==> config.mk <==
export PLATFORM = sky130hd
export DESIGN_NAME = polymorphic_inline_cache
export DESIGN_NICKNAME = d
export VERILOG_FILES = /design/src/pic_pkg.sv /design/src/pic_cell.sv /design/src/polymorphic_inline_cache.sv
export SDC_FILE = /design/constraint.sdc
export NUM_CORES = 2
export LEC_CHECK = 0
export BUFFER_PORTS_ARGS = -buffer_cell sky130_fd_sc_hd__buf_2
export CAP_MARGIN = 0
export CORE_MARGIN = 2
export CORE_UTILIZATION = 62
export DETAILED_ROUTE_END_ITERATION = 12
export PLACE_DENSITY = 0.83
export SYNTH_ARGS = -nofsm -noshare
export SYNTH_HDL_FRONTEND = slang
export SYNTH_SLANG_ARGS = --single-unit
==> constraint.sdc <==
create_clock -name clk -period 8.9 [get_ports clk]
set_input_delay 1.78 -clock clk [delete_from_list [all_inputs] [get_ports clk]]
set_output_delay 1.78 -clock clk [all_outputs]
set_load 0.01 [all_outputs]
==> src/pic_pkg.sv <==
`default_nettype none

package pic_pkg;

    // number of cache entries, one cell each
    localparam int ENTRIES = 4;
    // width of the fill count, holds 0 to ENTRIES
    localparam int CNT_W = $clog2(ENTRIES + 1);

    typedef enum logic [1:0] {
        CMD_RECORD = 2'd0,
        CMD_LOOKUP = 2'd1,
        CMD_RESET  = 2'd2
    } cmd_t;

    typedef enum logic [1:0] {
        MODE_EMPTY = 2'd0,
        MODE_MONO  = 2'd1,
        MODE_POLY  = 2'd2,
        MODE_MEGA  = 2'd3
    } mode_t;

    // one item traveling down the cell chain
    typedef struct packed {
        logic        valid;
        logic [1:0]  cmd;
        logic [31:0] key;
        logic [31:0] offset;
        logic [63:0] target;
        logic        found;
        logic        appended;
        logic [63:0] hit_target;
        logic [31:0] hit_offset;
    } pic_item_t;

endpackage

`default_nettype wire

==> src/pic_cell.sv <==
`default_nettype none

module pic_cell (
    input  wire logic                    clk,
    input  wire logic                    rst_n,
    input  wire logic                    en,
    input  wire logic [pic_pkg::CNT_W-1:0] cell_index,
    input  wire logic [pic_pkg::CNT_W-1:0] fill_count,
    input  wire pic_pkg::pic_item_t      item_in,
    output pic_pkg::pic_item_t           item_out
);

    import pic_pkg::*;

    logic [31:0] key_reg;
    logic [31:0] offset_reg;
    logic [63:0] target_reg;
    pic_item_t   item_reg;
    pic_item_t   item_next;

    logic live;
    logic active;
    logic is_record;
    logic match;
    logic append;

    // compare against this cell's entry, claim the free slot on a record miss
    always_comb
    begin
        is_record = (item_in.cmd == CMD_RECORD);
        live      = (cell_index < fill_count);
        active    = item_in.valid && !item_in.found && (item_in.key != 32'd0)
                    && (is_record || (item_in.cmd == CMD_LOOKUP));
        match     = active && live && (key_reg == item_in.key);
        append    = active && is_record && (cell_index == fill_count);

        item_next = item_in;
        if (match)
        begin
            item_next.found      = 1'b1;
            item_next.hit_target = is_record ? item_in.target : target_reg;
            item_next.hit_offset = offset_reg;
        end
        if (append)
        begin
            item_next.appended = 1'b1;
        end
    end

    // hand the item to the next cell
    always_ff @(posedge clk or negedge rst_n)
    begin
        if (!rst_n)
        begin
            item_reg <= '0;
        end
        else if (en)
        begin
            item_reg <= item_next;
        end
    end

    // entry storage, written on a record hit or an append
    always_ff @(posedge clk)
    begin
        if (en && match && is_record)
        begin
            target_reg <= item_in.target;
        end
        else if (en && append)
        begin
            key_reg    <= item_in.key;
            offset_reg <= item_in.offset;
            target_reg <= item_in.target;
        end
    end

    assign item_out = item_reg;

endmodule

`default_nettype wire

==> src/polymorphic_inline_cache.sv <==
// Polymorphic inline cache: up to ENTRIES entries mapping a nonzero type key
// to a code pointer and a method offset.
// Input channel s_*: s_tuser carries the command (record, lookup, reset
// cache); s_tdata carries type_key, offset_in and target_in.
// Output channel m_*: one result item per input item; m_tuser is the hit
// flag, m_tdata holds the matched pointer and offset (zero on no match)
// followed by mode, entry count and the hit and miss counters after the item.
// Each item walks a chain of ENTRIES cells, one cell per cycle while the chain is
// not held, starting at the accepting edge; as it leaves the last cell it updates
// the status and loads the output register. One item is in flight at a time and
// s_tready returns with m_tvalid, so a new item is accepted only once the result
// of the last one is loaded.
// After rst_n the cache is empty and the counters are zero; no clearing pass
// is needed. The reset-cache command does the same in one item.
// When the receiver stalls with a result waiting and a new item reaches the
// end of the chain, the chain holds until the result is taken.
`default_nettype none

module polymorphic_inline_cache (
    input  wire logic         clk,
    input  wire logic         rst_n,
    input  wire logic         s_tvalid,
    output logic              s_tready,
    // type_key[31:0], offset_in[63:32], target_in[127:64]
    input  wire logic [127:0] s_tdata,
    // command[1:0]
    input  wire logic [1:0]   s_tuser,
    output logic              m_tvalid,
    input  wire logic         m_tready,
    // target_out[63:0], offset_out[95:64], cache_mode[97:96],
    // used_entries[100:98], hits_total[132:101], misses_total[164:133], zero pad
    output logic [167:0]      m_tdata,
    // hit[0]
    output logic [0:0]        m_tuser
);

    import pic_pkg::*;

    pic_item_t chain [ENTRIES+1];
    pic_item_t head;
    logic [ENTRIES:0] chain_valid;

    logic             busy_reg;
    logic             busy_next;
    logic [CNT_W-1:0] fill_reg;
    logic [CNT_W-1:0] fill_next;
    mode_t            mode_reg;
    mode_t            mode_next;
    logic [31:0]      hits_reg;
    logic [31:0]      hits_next;
    logic [31:0]      misses_reg;
    logic [31:0]      misses_next;

    logic             out_valid_reg;
    logic             out_hit_reg;
    logic [63:0]      out_target_reg;
    logic [31:0]      out_offset_reg;

    logic      accept;
    logic      advance;
    logic      load;
    pic_item_t last;

    // input item enters the first cell
    assign s_tready = !busy_reg;
    assign accept   = s_tvalid && s_tready;

    always_comb
    begin
        head        = '0;
        head.valid  = accept;
        head.cmd    = s_tuser;
        head.key    = s_tdata[31:0];
        head.offset = s_tdata[63:32];
        head.target = s_tdata[127:64];
    end

    assign chain[0] = head;

    assign last    = chain[ENTRIES];
    assign advance = !(last.valid && out_valid_reg && !m_tready);
    assign load    = last.valid && advance;

    // row of cells, one entry each
    for (genvar i = 0; i < ENTRIES; i++)
    begin : g_cell
        pic_cell u_cell (
            .clk        (clk),
            .rst_n      (rst_n),
            .en         (advance),
            .cell_index (CNT_W'(i)),
            .fill_count (fill_reg),
            .item_in    (chain[i]),
            .item_out   (chain[i+1])
        );
    end

    for (genvar i = 0; i <= ENTRIES; i++)
    begin : g_valid
        assign chain_valid[i] = chain[i].valid;
    end

    // status update once the item leaves the chain
    always_comb
    begin
        fill_next   = fill_reg;
        mode_next   = mode_reg;
        hits_next   = hits_reg;
        misses_next = misses_reg;
        busy_next   = busy_reg;
        if (accept)
        begin
            busy_next = 1'b1;
        end
        if (load)
        begin
            busy_next = 1'b0;
            if (last.cmd == CMD_RESET)
            begin
                fill_next   = '0;
                mode_next   = MODE_EMPTY;
                hits_next   = 32'd0;
                misses_next = 32'd0;
            end
            else if ((last.cmd == CMD_RECORD) && (last.key != 32'd0))
            begin
                if (last.found)
                begin
                    hits_next = hits_reg + 32'd1;
                end
                else
                begin
                    misses_next = misses_reg + 32'd1;
                    if (last.appended)
                    begin
                        fill_next = fill_reg + CNT_W'(1);
                        mode_next = (fill_reg == '0) ? MODE_MONO : MODE_POLY;
                    end
                    else
                    begin
                        mode_next = MODE_MEGA;
                    end
                end
            end
        end
    end

    // control and status registers
    always_ff @(posedge clk or negedge rst_n)
    begin
        if (!rst_n)
        begin
            busy_reg      <= 1'b0;
            fill_reg      <= '0;
            mode_reg      <= MODE_EMPTY;
            hits_reg      <= 32'd0;
            misses_reg    <= 32'd0;
            out_valid_reg <= 1'b0;
        end
        else
        begin
            busy_reg   <= busy_next;
            fill_reg   <= fill_next;
            mode_reg   <= mode_next;
            hits_reg   <= hits_next;
            misses_reg <= misses_next;
            if (load)
            begin
                out_valid_reg <= 1'b1;
            end
            else if (m_tready)
            begin
                out_valid_reg <= 1'b0;
            end
        end
    end

    // result payload register
    always_ff @(posedge clk)
    begin
        if (load)
        begin
            out_hit_reg    <= last.found;
            out_target_reg <= last.found ? last.hit_target : 64'd0;
            out_offset_reg <= last.found ? last.hit_offset : 32'd0;
        end
    end

    assign m_tvalid = out_valid_reg;
    assign m_tuser  = out_hit_reg;
    assign m_tdata  = {3'd0, misses_reg, hits_reg, 3'(fill_reg), mode_reg,
                       out_offset_reg, out_target_reg};

    // checks
    a_fill_range: assert property (@(posedge clk) disable iff (!rst_n)
        fill_reg <= CNT_W'(ENTRIES))
        else $error("fill count beyond entry count");

    a_mega_full: assert property (@(posedge clk) disable iff (!rst_n)
        (mode_reg == MODE_MEGA) |-> (fill_reg == CNT_W'(ENTRIES)))
        else $error("megamorphic mode with free entries");

    a_empty_mode: assert property (@(posedge clk) disable iff (!rst_n)
        (mode_reg == MODE_EMPTY) == (fill_reg == '0))
        else $error("empty mode and fill count disagree");

    a_one_in_flight: assert property (@(posedge clk) disable iff (!rst_n)
        $onehot0(chain_valid))
        else $error("more than one item in the cell chain");

    a_busy_on_accept: assert property (@(posedge clk) disable iff (!rst_n)
        accept |=> busy_reg)
        else $error("item accepted without marking busy");

endmodule

`default_nettype wire
# Word-level counts from Yosys, hierarchy flattened

Index checks and enable logic that the tools add are counted.

Register bits: 1,500
Input bits: 134
Output and inout bits: 171
Logic and storage cells: 203

Add/subtract/negate cells: 3
$lt $le $gt $ge: 4
Equality and inequality tests: 13
Multiplexer cells: 43
Bitwise logic cells: 4
Reductions and logical operators: 81

Operators by type and width:

| kind                                                 | number |
|---|---|
| 2-to-1 mux 64 bit                                    | 12 |
| 2-to-1 mux 96 bit                                    | 4 |
| 2-to-1 mux 32 bit                                    | 6 |
| nonzero test 32 bit                                  | 5 |
| equality test 32 bit                                 | 4 |
| adder 32 x 1 -> 32 bit (second input constant)       | 2 |
| logical AND 1 bit                                    | 44 |
| nonzero test 2 bit                                   | 9 |
| 2-to-1 mux 1 bit                                     | 12 |
| 2-to-1 mux 3 bit                                     | 4 |
| zero test 2 bit                                      | 5 |
| 2-to-1 mux 2 bit                                     | 5 |
| equality test 2 x 1 -> 1 bit (second input constant) | 4 |
| AND reduction 2 bit                                  | 4 |
| equality test 2 x 3 -> 1 bit (first input constant)  | 2 |
| zero test 1 bit                                      | 6 |
| < comparator 1 x 3 -> 1 bit (first input constant)   | 2 |
| < comparator 2 x 3 -> 1 bit (first input constant)   | 2 |
| AND reduction 3 bit                                  | 2 |
| logical OR 1 bit                                     | 4 |
| inverter 1 bit                                       | 4 |
| AND reduction 4 bit                                  | 1 |
| adder 3 x 1 -> 3 bit (second input constant)         | 1 |
| equality test 1 x 3 -> 1 bit (first input constant)  | 1 |
| 3 further kinds                                      | 3 |

# Depth between registers and ports, before layout

Word-level depth: 10
Gate-level depth with buffers: 8
Mapped depth without buffers: 6

# Hierarchy

A second synthesis with hierarchy kept.

Cells, all modules: 5,637
Area total of the unflattened synthesis: 71,667.5 um^2

By module, submodules not included:

| module                          | times used | cells each | area an instance (um^2) | seq. area each (um^2) |
|---|---|---|---|---|
| pic_cell (g_cell[0].u_cell ...) | 2          | 1,217      | 15,942.8                | 9,574.2 |
| pic_cell (g_cell[2].u_cell ...) | 2          | 1,248      | 15,922.8                | 9,574.2 |
| polymorphic_inline_cache        | 1          | 707        | 7,936.4                 | 4,689.5 |

# Least setup slack after synthesis

No wires, ideal clock.

Path kind: input-to-reg
Start point: in s_tdata[12]
End point: reg g_cell[0].u_cell.target_reg[0] (enable)
Setup time: 582 ps
Data arrival time: 7,848 ps
Path slack: 470 ps
Cell stages on the path: 6
Path buffers: 1
Path through: xor2_1 -> a2111oi_1 -> nand4_1 -> or4_1 -> buf_2 -> o31ai_1

Cells in the longest elaborated chain, start to end: 8

Ends and longest elaborated chain:

| what                           | RTL line                       | source |
|---|---|---|
| start, declared                | polymorphic_inline_cache.sv:25 | `input wire logic [127:0] s_tdata,` |
| nonzero test 32 bit            | pic_cell.sv:32                 | `active = item_in.valid && !item_in.found && (item_in.key != 32'd0)` |
| logical AND 1 bit              | pic_cell.sv:32                 |  |
| logical AND 1 bit              | pic_cell.sv:33                 | `&& (is_record \|\| (item_in.cmd == CMD_LOOKUP));` |
| logical AND 1 bit (2 in a row) | pic_cell.sv:34                 | `match = active && live && (key_reg == item_in.key);` |
| logical AND 1 bit (2 in a row) | pic_cell.sv:66                 | `if (en && match && is_record)` |
| nonzero test 2 bit (no line) * | n/a                            |  |
| end signal, assigned           | pic_cell.sv:68                 | `target_reg <= item_in.target;` |
| end signal, assigned           | pic_cell.sv:74                 | `target_reg <= item_in.target;` |
| end, declared                  | pic_cell.sv:17                 | `logic [63:0] target_reg;` |

Mark *: on every way between the ends. The rest lies on a longest branch, timed or not.
A chain may end at the register's enable or synchronous reset.

# Worst setup path in the final report

Start point: in m_tready
End point: reg g_cell[0].u_cell.target_reg[16] (enable)

Cells in the longest elaborated chain, start to end: 6

Ends and longest elaborated chain:

| what                           | RTL line                       | source |
|---|---|---|
| start, declared                | polymorphic_inline_cache.sv:29 | `input wire logic m_tready,` |
| zero test 1 bit *              | polymorphic_inline_cache.sv:81 | `assign advance = !(last.valid && out_valid_reg && !m_tready);` |
| logical AND 1 bit *            | polymorphic_inline_cache.sv:81 |  |
| zero test 1 bit *              | polymorphic_inline_cache.sv:81 |  |
| logical AND 1 bit (2 in a row) | pic_cell.sv:66                 |  |
| nonzero test 2 bit (no line) * | n/a                            |  |

Marked as above.

==> results.md <==
- Run status: finished clean
- Most used standard cells in the synthesized netlist: sky130_fd_sc_hd__nand2_1 (1,612), sky130_fd_sc_hd__dfrtp_1 (891), sky130_fd_sc_hd__edfxtp_1 (609)
- Critical path launch point type: primary input
- Initial Utilization: 0.627
- Cell total after placement: 7,190
- Average instance area after synthesis: 10.9 um^2
- Global placement routability congestion: approximately 0.88
- Critical path endpoint category: flop
- Total number of H-tree levels: 4
- Worst reg2reg startpoint: fill_reg[0]$_DFFE_PN0P_
- Signal arrival time at the worst endpoint: 5040 ps
- Core Area: slightly above 100,000 um^2
- Synth Flop Type: sky130_fd_sc_hd__dfrtp_1
- Unrepaired setup endpoints after global routing: false
- Number of antenna violations at the first check in global routing: 10
- Peak supply drop: 0.000231 V
- P&R area growth vs syn: 10.4%
- Combinational family with the most area after synthesis: simple AND/OR/NAND/NOR gates
- Headroom to the max-slew limit: 0.118
- Final #Nets: 6,100
- Drt drc: 0
- Post-CTS resize count: 0
- Final HPWL from detailed placement: 110 mm
- Most Frequent Cell on Critical Path: sky130_fd_sc_hd__buf_4
- Fmax: 214 MHz
- Number of setup violations in the final report: 0
- Rows: 118
- CTS buffer count: 149
- Largest fanout on the critical path: 70
- Worst setup path startpoint: m_tready
- Pin count of the biggest net entering global routing: 253
- Hold bufs inserted after CTS: 0
- Fraction of the mapped netlist area in compound gates: 0.113
- FFs w/ async S/R, synth: 0.594
- Leakage power summed over all cells: 0.0290 uW
- Number of enable-type register cells in the synthesized netlist: a little over 600
- # Max-Cap Violations: 0
- Setup TNS Final: 0 ps
- Wire length per cell after detailed routing: 23.6 um
- Fraction of the yosys area taken by sequential cells: 0.623
- Multiplexer share of the synthesized area: 0.0395
- Average vias per placed instance: 6.60
- Post-CTS Repair Setup Buffers: 0
- Area share of the largest cell type after synthesis: 0.342
- Ys Warns: 0
- Final Non-Filler Cells: 7,474
- Largest buffer count on any clock path: 3
- Post-layout utilization of the core: 0.692
- Areal power density over the cells: 224 nW/um^2
- Skew-Pair Late Insertion Delay: between 700 and 800 ps
- Number of detailed-route iterations in the first pass: 8
- Largest register FFs: 820
- Height of the die: 328 um
- Area share of xor/xnor cells in the synthesized design: 0.0172
- Tightest Hold Check Type: flop to flop
- Vias in the first global route: between 40,000 and 50,000
- Netlist cell types: between 70 and 80
- Worst EP required: 9270 ps
- Via count: approximately 50,000
- Number of synthesized register bits: 1,500
- Routed WL: 177 mm
- Max-slew violation count: 0
- Final Critical Period: ~4700 ps
- GRT Total Usage: 0.325
- Adder and majority gate portion of the synthesized area: 0.000960
- Number of fill cells: 7,140
- I/O pin count: 305
- Worst path max stage delay: 700 ps
- Clock-pin transition on the worst setup and hold timing paths: 60 ps
- Cell taking the most area after synthesis: sky130_fd_sc_hd__dfrtp_1
- Simple logic cell fraction of the synthesized area: 0.172
- First-pass GRT wire length: approximately 270 mm
- Count of input and output buffers: 301
- Residual overflow from global routing: 0
- CTS tree: built
- Launch instance of the worst min-delay path: g_cell[2].u_cell.item_out[192]$_DFFE_PN0N_
- CP Class: primary input to flop
- Least-Margin Pin Slew: 1320 ps
- Library cell contributing the largest single delay on the critical path: sky130_fd_sc_hd__or4_2
- Number of clock sinks seen by CTS: approximately 1,500
- Ranking of synthesized cells by area: sky130_fd_sc_hd__dfrtp_1 (34%), sky130_fd_sc_hd__edfxtp_1 (28%), sky130_fd_sc_hd__nand2_1 (9.3%)
- Final count of hold timing violations: 0
- Area of the die: 108,000 um^2
- Detailed router's first-iteration violation count: about 8,400
- Combined area of all synthesized cells: 65,200 um^2
- Cell breakdown of the critical path: buf_2 -> and3b_4 -> nor3_1 -> o21ai_1 -> or4_2 -> buf_4 -> o31ai_4 -> buf_4
- Number of instances in the synthesized netlist: about 6,000
- Tcrit/Tclk final: 0.525
- Clock root cell: sky130_fd_sc_hd__clkbuf_16
- Count leader, synth: sky130_fd_sc_hd__nand2_1
- Setup clock skew after layout: between 30 and 40 ps
- Die width: around 330 um
- Fraction of final layout cells with drive strength greater than 1: 0.105
- Remaining number of nets flagged by the antenna check after routing: 0
## cells by family after synthesis
kind of cell	Yosys count
AOI/OAI and AO/OA	1003
other	1
DFF	1500
xor gates and xnor gates	128
muxes	257
and+or+nand+nor	2518
adders and majority gates	5
buffers and inverters	559
## placed cells by master, fill, tap and decap left out, types with 81 or more instances in the layout
| cell | count |
|---|---|
| sky130_fd_sc_hd__buf_2 | 300 |
| sky130_fd_sc_hd__and2_1 | 110 |
| sky130_fd_sc_hd__o21ai_0 | 246 |
| sky130_fd_sc_hd__dfrtp_1 | 889 |
| sky130_fd_sc_hd__clkbuf_16 | 154 |
| sky130_fd_sc_hd__a31oi_1 | 100 |
| sky130_fd_sc_hd__mux2i_1 | 256 |
| sky130_fd_sc_hd__xnor2_1 | 81 |
| sky130_fd_sc_hd__nand3_1 | 333 |
| sky130_fd_sc_hd__nand2_1 | 1611 |
| sky130_fd_sc_hd__edfxtp_1 | 609 |
| sky130_fd_sc_hd__or4_1 | 107 |
| sky130_fd_sc_hd__nor2_1 | 126 |
| sky130_fd_sc_hd__a41oi_1 | 192 |
| sky130_fd_sc_hd__o41ai_1 | 289 |
## report_power, final
group          internal, uW  switching, uW  leakage (uW)
clock                  3510           2660       0.00233
sequential             7710            511        0.0167
combinational           563           1150       0.00994
total                 11800           4320        0.0290
## per-stage QoR
stage	instance area, um^2	worst slack [ps]	hold WS, ps	power [uW]
after global routing	72000	4030	456	16600
final	72000	4230	439	16100
after global placement	67200	3450	430	9910
after CTS	72000	4230	447	16100
after detailed placement	67200	3430	430	10000
after floorplan	65200	470	423	9210
## worst max-delay path: cells and delay by family
kind                   cells  cell delay, ps
buffers and inverters      3            1120
AND/OR/NAND/NOR            3            1570
AO/OA/AOI/OAI              2             480
## final cells by class
type,instances,area (um^2),share of cell area
inverters,25,93.8,0.00130
well taps,1380,1730,0.0240
clock buffers,228,4320,0.0600
clock inverters,50,442,0.00614
diodes,6,15.0,0.000209
repair buffers,371,2150,0.0299
multi-input cells,3914,22600,0.314
flip-flops and latches,1500,40600,0.564
## routing by layer
| layer | vias to the layer above | wire (um) | global-route usage |
|---|---|---|---|
| met5 | - | 62 | 0 |
| met4 | 10 | 2290 | 0.0583 |
| met3 | 213 | 25000 | 0.0993 |
| met2 | 3322 | 73700 | 0.435 |
| met1 | 24100 | 75600 | 0.527 |
| li1 | 21700 | - | - |
## worst paths after layout
check	endpoint	slack [ps]	cells past startpoint
max	g_cell[0].u_cell.target_reg[16]$_DFFE_PP_	4230	8
min	g_cell[3].u_cell.offset_reg[30]$_DFFE_PP_	440	0
max reg2reg	g_cell[0].u_cell.target_reg[16]$_DFFE_PP_	4300	7
min reg2reg	g_cell[3].u_cell.offset_reg[30]$_DFFE_PP_	440	0
max in group asynchronous	g_cell[1].u_cell.item_out[52]$_DFFE_PN0N_	5960	3
min in group asynchronous	g_cell[3].u_cell.item_out[31]$_DFFE_PN0N_	1070	1
Note: power is estimated with default switching activity, not from simulation.
